`src/rtl/core/detpr_pkg.sv`:
```
package detpr_pkg;

  // Detector geometry.
  localparam int PIXELS_PER_CHIP   = 256;
  localparam int CHIPS_PER_BLOCK   = 4;
  localparam int BLOCKS_PER_STRIPE = 2;
  localparam int SUPERCOLUMN_WIDTH = 32;
  localparam int GROUP_SIX_BIT     = 4;
  localparam int GROUP_TWELVE_BIT  = 4;

  localparam int ROW_WIDTH   = PIXELS_PER_CHIP * CHIPS_PER_BLOCK * BLOCKS_PER_STRIPE;
  localparam int BLOCK_WIDTH = PIXELS_PER_CHIP * CHIPS_PER_BLOCK;
  localparam int SC_PER_CHIP = (PIXELS_PER_CHIP / SUPERCOLUMN_WIDTH) > 0 ?
                               (PIXELS_PER_CHIP / SUPERCOLUMN_WIDTH) : 1;
  localparam int GROUPS6     = (PIXELS_PER_CHIP / GROUP_SIX_BIT) > 0 ?
                               (PIXELS_PER_CHIP / GROUP_SIX_BIT) : 1;
  localparam int GROUPS12    = (PIXELS_PER_CHIP / GROUP_TWELVE_BIT) > 0 ?
                               (PIXELS_PER_CHIP / GROUP_TWELVE_BIT) : 1;
  localparam int ROW_PAIRS   = (PIXELS_PER_CHIP / 2) > 0 ? (PIXELS_PER_CHIP / 2) : 1;

  // Position counter, address and frame length widths.
  localparam int POS_W    = 19;
  localparam int ADDR_W   = 19;
  localparam int LEN_W    = POS_W + 1;
  localparam int POS_SPAN = 2 ** POS_W;

  localparam int LEN_ONE_RAW    = BLOCKS_PER_STRIPE * PIXELS_PER_CHIP * SUPERCOLUMN_WIDTH;
  localparam int LEN_SIX_RAW    = BLOCKS_PER_STRIPE * ROW_PAIRS * GROUPS6 * CHIPS_PER_BLOCK *
                                  GROUP_SIX_BIT * 2;
  localparam int LEN_TWELVE_RAW = BLOCKS_PER_STRIPE * PIXELS_PER_CHIP * GROUPS12 *
                                  CHIPS_PER_BLOCK * GROUP_TWELVE_BIT;
  localparam int LEN_ONE    = (LEN_ONE_RAW > POS_SPAN || LEN_ONE_RAW == 0) ?
                              POS_SPAN : LEN_ONE_RAW;
  localparam int LEN_SIX    = (LEN_SIX_RAW > POS_SPAN || LEN_SIX_RAW == 0) ?
                              POS_SPAN : LEN_SIX_RAW;
  localparam int LEN_TWELVE = (LEN_TWELVE_RAW > POS_SPAN || LEN_TWELVE_RAW == 0) ?
                              POS_SPAN : LEN_TWELVE_RAW;

  // One-bit mode: one beat per chip and supercolumn, at most one per word bit.
  localparam int ONE_BIT_BEATS_RAW = CHIPS_PER_BLOCK * SC_PER_CHIP;
  localparam int ONE_BIT_BEATS     = ONE_BIT_BEATS_RAW > 32 ? 32 : ONE_BIT_BEATS_RAW;
  localparam int BEAT_W            = ONE_BIT_BEATS > 1 ? $clog2(ONE_BIT_BEATS) : 1;

  // High-half store.
  localparam int HALF_W      = 12;
  localparam int STORE_DEPTH = 2 ** ADDR_W;

  // Payload widths.
  localparam int RAW_W   = 32;
  localparam int FNUM_W  = 32;
  localparam int VALUE_W = 24;
  localparam int DEPTH_W = 2;

  typedef enum logic [DEPTH_W-1:0] {
    DEPTH_ONE         = 2'd0,
    DEPTH_SIX         = 2'd1,
    DEPTH_TWELVE      = 2'd2,
    DEPTH_TWENTY_FOUR = 2'd3
  } depth_t;

  localparam depth_t DEPTH_RESET = DEPTH_TWELVE;

  // One located word travelling from the position stage to the output stage.
  typedef struct packed {
    depth_t              depth;
    logic                write_store;
    logic                read_store;
    logic [ADDR_W-1:0]   addr;
    logic [RAW_W-1:0]    raw;
    logic [FNUM_W-1:0]   fnum;
  } item_t;

  function automatic logic [LEN_W-1:0] frame_len(input depth_t depth);
    logic [LEN_W-1:0] len;
    case (depth)
      DEPTH_ONE: len = LEN_W'(LEN_ONE);
      DEPTH_SIX: len = LEN_W'(LEN_SIX);
      default:   len = LEN_W'(LEN_TWELVE);
    endcase
    return len;
  endfunction

  // Twelve-bit order: pixel in group, chip, group, row, block.
  function automatic logic [ADDR_W-1:0] addr_twelve(input logic [POS_W-1:0] pos);
    logic [31:0] p;
    logic [31:0] x2;
    logic [31:0] chip;
    logic [31:0] x;
    logic [31:0] y;
    logic [31:0] blk;
    logic [31:0] px;
    logic [31:0] py;
    p    = 32'(pos);
    x2   = p % GROUP_TWELVE_BIT;
    p    = p / GROUP_TWELVE_BIT;
    chip = p % CHIPS_PER_BLOCK;
    p    = p / CHIPS_PER_BLOCK;
    x    = p % GROUPS12;
    p    = p / GROUPS12;
    y    = p % PIXELS_PER_CHIP;
    blk  = p / PIXELS_PER_CHIP;
    px   = blk * BLOCK_WIDTH + chip * PIXELS_PER_CHIP +
           (32'(PIXELS_PER_CHIP - 1) - (x2 + x * GROUP_TWELVE_BIT));
    py   = 32'(PIXELS_PER_CHIP - 1) - y;
    return ADDR_W'(px + py * ROW_WIDTH);
  endfunction

  // Six-bit order: the lowest position bit picks one row of a row pair.
  function automatic logic [ADDR_W-1:0] addr_six(input logic [POS_W-1:0] pos);
    logic [31:0] p;
    logic        upper;
    logic [31:0] x2;
    logic [31:0] chip;
    logic [31:0] x;
    logic [31:0] y;
    logic [31:0] blk;
    logic [31:0] px;
    logic [31:0] py;
    p     = 32'(pos);
    upper = p[0];
    p     = p >> 1;
    x2    = p % GROUP_SIX_BIT;
    p     = p / GROUP_SIX_BIT;
    chip  = p % CHIPS_PER_BLOCK;
    p     = p / CHIPS_PER_BLOCK;
    x     = p % GROUPS6;
    p     = p / GROUPS6;
    y     = (p % ROW_PAIRS) * 2;
    blk   = p / ROW_PAIRS;
    px    = blk * BLOCK_WIDTH + chip * PIXELS_PER_CHIP +
            (32'(PIXELS_PER_CHIP - 1) - (x2 + x * GROUP_SIX_BIT));
    py    = (upper ? 32'(PIXELS_PER_CHIP - 1) : 32'(PIXELS_PER_CHIP - 2)) - y;
    return ADDR_W'(px + py * ROW_WIDTH);
  endfunction

  // One-bit order: address of chip 0, supercolumn 0; each beat adds its own offset.
  function automatic logic [ADDR_W-1:0] addr_one_base(input logic [POS_W-1:0] pos);
    logic [31:0] p;
    logic [31:0] x;
    logic [31:0] y;
    logic [31:0] blk;
    logic [31:0] px;
    logic [31:0] py;
    p   = 32'(pos);
    x   = p % SUPERCOLUMN_WIDTH;
    p   = p / SUPERCOLUMN_WIDTH;
    y   = p % PIXELS_PER_CHIP;
    blk = p / PIXELS_PER_CHIP;
    px  = blk * BLOCK_WIDTH + (32'(PIXELS_PER_CHIP - 1) - x);
    py  = 32'(PIXELS_PER_CHIP - 1) - y;
    return ADDR_W'(px + py * ROW_WIDTH);
  endfunction

  // Offset of one beat of a one-bit word from the base address.
  function automatic logic [ADDR_W-1:0] beat_offset(input logic [BEAT_W-1:0] beat);
    logic [31:0] b;
    logic [31:0] off;
    b   = 32'(beat);
    off = (b / SC_PER_CHIP) * PIXELS_PER_CHIP - (b % SC_PER_CHIP) * SUPERCOLUMN_WIDTH;
    return ADDR_W'(off);
  endfunction

endpackage

```
`src/rtl/core/detpr_locate.sv`:
```
module detpr_locate (
  input  logic                          clk,
  input  logic                          rst,
  input  detpr_pkg::depth_t             depth,
  input  logic                          in_valid,
  output logic                          in_stall,
  input  logic [detpr_pkg::RAW_W-1:0]   raw_word,
  input  logic                          frame_start,
  input  logic [detpr_pkg::FNUM_W-1:0]  frame_id,
  input  logic                          take,
  output logic                          item_valid,
  output detpr_pkg::item_t              item
);

  logic [detpr_pkg::POS_W-1:0] raw_position;
  logic [detpr_pkg::POS_W-1:0] raw_position_next;
  logic                        pair_phase;
  logic                        pair_phase_next;
  logic                        accept;
  logic [detpr_pkg::LEN_W-1:0] len;
  logic [detpr_pkg::POS_W-1:0] pos_start;
  logic [detpr_pkg::POS_W-1:0] pos;
  logic [detpr_pkg::LEN_W-1:0] pos_inc;
  detpr_pkg::item_t            item_next;

  assign in_stall = item_valid && !take;
  assign accept   = in_valid && !in_stall;

  // Position of this beat in the raw frame, and where the count goes after it.
  always_comb begin
    len       = detpr_pkg::frame_len(depth);
    pos_start = frame_start ? '0 : raw_position;
    pos       = ({1'b0, pos_start} >= len) ? '0 : pos_start;
    pos_inc   = {1'b0, pos} + detpr_pkg::LEN_W'(1);
    if (pos_inc >= len) begin
      raw_position_next = '0;
      pair_phase_next   = (depth == detpr_pkg::DEPTH_TWENTY_FOUR) ? !pair_phase : pair_phase;
    end else begin
      raw_position_next = pos_inc[detpr_pkg::POS_W-1:0];
      pair_phase_next   = pair_phase;
    end
  end

  // Pixel address and store access for this beat.
  always_comb begin
    item_next.depth       = depth;
    item_next.raw         = raw_word;
    item_next.write_store = (depth == detpr_pkg::DEPTH_TWENTY_FOUR) && !pair_phase;
    item_next.read_store  = (depth == detpr_pkg::DEPTH_TWENTY_FOUR) && pair_phase;
    item_next.fnum        = (depth == detpr_pkg::DEPTH_TWENTY_FOUR) ?
                            (frame_id >> 1) : frame_id;
    case (depth)
      detpr_pkg::DEPTH_ONE: item_next.addr = detpr_pkg::addr_one_base(pos);
      detpr_pkg::DEPTH_SIX: item_next.addr = detpr_pkg::addr_six(pos);
      default:              item_next.addr = detpr_pkg::addr_twelve(pos);
    endcase
  end

  // Counter state and the located-item register.
  always_ff @(posedge clk) begin
    if (rst) begin
      raw_position <= '0;
      pair_phase   <= 1'b0;
      item_valid   <= 1'b0;
    end else if (accept) begin
      raw_position <= raw_position_next;
      pair_phase   <= pair_phase_next;
      item_valid   <= 1'b1;
    end else if (take) begin
      item_valid   <= 1'b0;
    end
  end

  always_ff @(posedge clk) begin
    if (accept) begin
      item <= item_next;
    end
  end

endmodule
```
`config.mk`:
```
export PLATFORM = sky130hd
export DESIGN_NAME = detpr_locate
export DESIGN_NICKNAME = d
export VERILOG_FILES = /design/src/rtl/core/detpr_pkg.sv /design/src/rtl/core/detpr_locate.sv
export SDC_FILE = /design/constraint.sdc
export NUM_CORES = 1
export LEC_CHECK = 0
export BUFFER_PORTS_ARGS = -buffer_cell sky130_fd_sc_hd__buf_4
export CELL_PAD_IN_SITES_DETAIL_PLACEMENT = 0
export CELL_PAD_IN_SITES_GLOBAL_PLACEMENT = 1
export CORE_MARGIN = 2
export CORE_UTILIZATION = 45
export DETAILED_ROUTE_END_ITERATION = 6
export PLACE_DENSITY = 0.89
export SYNTH_ARGS = -nofsm -noshare
export SYNTH_HDL_FRONTEND = slang
export SYNTH_SLANG_ARGS = --single-unit
```
`constraint.sdc`:
```
create_clock -name clk -period 12.4 [get_ports clk]
set_input_delay 0 -clock clk [delete_from_list [all_inputs] [get_ports clk]]
set_output_delay 0 -clock clk [all_outputs]
set_load 0.02 [all_outputs]
```
==> summary.md <==
| Metric | Value |
|---|---|
| Via count of the routed design | `roughly 5600` |
| Antenna-violating nets left | `0` |
| Area grow syn2layout | `36.5%` |
| Initial antenna violation count | `0` |
| Most frequent cells in the layout | `buf_4 (162), edfxtp_1 (87), dlygate4sd3_1 (77), nand2_1 (60), ha_1 (42)` |
| Static Leak | `around 3.7 nW` |
| Critical Path Start Type | `flip-flop` |
| Synth area leader | `edfxtp_1` |
| # rows | `43` |
| Min Tclk post-route | `approximately 5.7 ns` |
| Detailed placement HPWL | `between 10000 and 15000 um` |
| Met1 Use GR | `0.305` |
| XOR/XNOR share of the synthesized area | `0.0601` |
| Sequential Power Share | `0.508` |
| Pwr/cell area | `roughly 94 mW/mm^2` |
| Clk sinks | `108` |
| Area after DPL | `0.00771 mm^2` |
| Drt drc | `0` |
| Async S/R FF share, synth | `0` |
| Final instance area | `between 0.008 and 0.009 mm^2` |
| Num CTS Buffers | `9` |
| Setup WS post-layout | `~6.7 ns` |
| Sum Neg Setup Slack | `0 ns` |
| Skew final | `between 0.01 and 0.015 ns` |
| Worst-path clk slew | `0.08 ns` |
| Post-CTS Setup Bufs | `0` |
| # nets final | `between 900 and 1000` |
| RSZ-0062 raised after global routing | `no` |
| Pre-CTS setup slack | `6.41 ns` |
| Vias per cell | `5.54` |
| Net Count, Synth | `717` |
| Fmax | `around 0.18 GHz` |
| Synth Area in Adders | `0.0913` |
| Core ar. | `between 0.01 and 0.015 mm^2` |
| Final period util | `0.461` |
| Non-Filler Instances | `1004` |
| Initial DRT Pass Iterations | `5` |
| Post-CTS Hold Fix Bufs | `between 70 and 80` |
| Cell Int Power | `0.614 mW` |
| Post-DR wirelength/cell | `19.1 um` |
| Data arrival time of the worst path | `between 5 and 6 ns` |
| Final setup viols | `0` |
| N_diodes | `0` |
| CP endpoint kind | `flip-flop` |
| Prevailing post-synth register cell | `edfxtp_1` |
| Clk_lat worst skew | `between 0.3 and 0.4 ns` |
| Compound-gate portion of the synthesized area | `0.133` |
| Met2 Usage GRT | `0.436` |
| Outcome | `finished clean` |
| Number of max-cap violations | `0` |
| Final WL | `~19000 um` |
| Worst Tran Pin Value | `between 1 and 1.5 ns` |
| Mapped cell area | `approximately 0.0064 mm^2` |
| Max Fanout on Critical Path | `19` |
| Die ar. | `0.0152 mm^2` |
| Gate Count Post-Synth | `around 600` |
| Synth warnings | `0` |
| Cell variety after synth | `between 60 and 70` |
| Max VDD drop | `about 0.000063 V` |
| Die height | `123 um` |
| Pin count of the biggest net entering global routing | `~90` |
| Comb pwr share | `0.159` |
| Slew headroom | `0.284` |
| Number of cells after detailed placement | `just over 900` |
| Clock network fraction of design power | `0.332` |
| Die Wd | `123 um` |
| Average size of a mapped cell | `roughly 11 um^2` |
| Iteration-0 DRC Markers | `~470` |
| M3 GR Usage | `0.0526` |
| Hold Path Class | `in -> reg` |
| Total global-route track usage | `0.248` |
| Most common cell after layout, fill and taps aside | `buf_4` |
| Switching pwr | `approximately 0.21 mW` |
| Cts repair resizes | `0` |
| Setup CP Type | `reg -> reg` |
| Share of layout cells above drive strength 1 | `0.263` |
| RD Place Congestion | `just under 0.9` |
| Largest family of logic cells by synthesized area | `simple AND/OR/NAND/NOR gates` |
| Multiplexer share of the synthesized area | `0.0622` |
| Sw frac | `0.254` |
| Post-synthesis sequential area ratio | `0.473` |
| Grt total ovfl | `0` |
| EDFF count, synth | `between 80 and 90` |
| Max Slew Vio Count | `0` |
| Port Buffers | `between 150 and 200` |
| H-tree depth | `3` |
| CTS tree | `yes` |
| Clock root buffer | `clkbuf_16` |
| Initial Utilization | `0.462` |
| Area contributors post-synth | `edfxtp_1 (41%), ha_1 (8.2%), dfxtp_1 (6.6%), mux2_2 (5.4%), xnor2_1 (4.0%)` |
| Synth Area in Simple Gates | `0.139` |
| Max Root-Sink Buffers | `2` |
| Most Used Layer, Global Route | `met2` |
| Seq cells post-synth | `between 100 and 150` |
| Hold Vio Cnt, Final | `0` |
| Tot Pwr | `0.824 mW` |
| Vias in the first global route | `around 5300` |
| # IOs | `160` |
| First-pass GRT wire length | `28800 um` |
| Synth top area share | `0.407` |
| CP required | `roughly 13 ns` |
[critical path: stages, from the launching register on]
cell and delay (ns):
dfxtp_1 0.43, nand2b_1 0.08, ha_1 0.27, nor4b_1 0.16
and4_1 0.24, o22ai_2 0.59, nand2_1 0.23, inv_1 0.16
ha_1 0.28, nor2b_1 0.18, a21o_1 0.18, a21oi_1 0.22
nand2_1 0.17, inv_1 0.28, ha_1 0.29, a21o_1 0.18
a21oi_1 0.20, o21ai_0 0.15, o41ai_1 0.40, o21ai_0 0.19
xor2_1 0.16, and2_1 0.17, a221o_1 0.25
[through the flow]
stage | hold WS (ns) | utilization
after detailed placement | 0.180 | 0.556
after global routing | 0.0579 | 0.631
final | 0.0481 | 0.631
after global placement | 0.178 | 0.556
after CTS | 0.0414 | 0.631
after floorplan | 0.0691 | -
[flip-flops by register name (all words and copies together) (netlist names)]
name	cells
item	87
item_valid	1
pair_phase	1
raw_position	19
[synth_stat cells (2+ instances only)]
master	instances
o41ai_1	3
xor2_1	15
buf_6	2
nand3_1	7
clkbuf_1	18
a21o_1	18
nor2_1	34
o21ai_1	2
o21bai_1	2
edfxtp_1	87
nor4_1	10
and4_1	3
or3_1	4
xnor2_1	29
o21a_1	3
ha_1	42
buf_2	9
a32o_1	2
nand3b_1	2
nor2b_1	11
a22o_1	2
and3_1	7
a31o_2	2
nand2_1	60
nand4_1	8
fa_1	3
inv_1	32
mux2i_1	5
a211oi_1	4
nor3b_1	5
o21ai_0	35
o211ai_1	2
a31oi_1	5
a22oi_1	2
a21oi_1	29
mux2_2	31
o31ai_1	3
and2_1	3
nand2b_1	5
a41oi_1	3
dfxtp_1	21
nor3_1	11
[area by class of cell]
cell class / instances / area [um^2]
Clock inverter: 6 / 50.0
Timing Repair Buffer: 239 / 1990
Multi-Input combinational cell: 430 / 3120
Fill cell: 1071 / 5120
Tap cell: 180 / 225
Clock buffer: 9 / 225
Inverter: 32 / 121
Sequential cell: 108 / 3030
[kinds of logic after synthesis]
logic type | count (synthesis)
xor gates and xnor gates | 44
and+or+nand+nor | 177
buffers and inverters | 63
adders and majority gates | 45
DFF | 108
muxes | 36
AOI/OAI and AO/OA | 128
[power by group through the flow]
stage	combinational, mW	clock (mW)	sequential [mW]
after floorplan	0.0319	0	0.447
after global placement	0.103	0	0.426
after detailed placement	0.106	0	0.426
after CTS	0.128	0.274	0.418
after global routing	0.139	0.290	0.420
final	0.131	0.274	0.419
[final timing paths]
check,start,to,slack (ns),depth (start not counted)
worst min-delay path,take,item_valid,0.05,5
worst max-delay path,raw_position[14],item[81],6.69,22
worst min register to register,raw_position[18],raw_position[18],0.54,2
worst max register to register,raw_position[14],item[81],6.69,22
[layer usage]
metal,part of all wire,vias to the layer above
li1,-,2636
met1,0.41,2679
met2,0.49,214
met3,0.078,35
met4,0.023,0
met5,0,-
(Power assumes the default switching activity.)
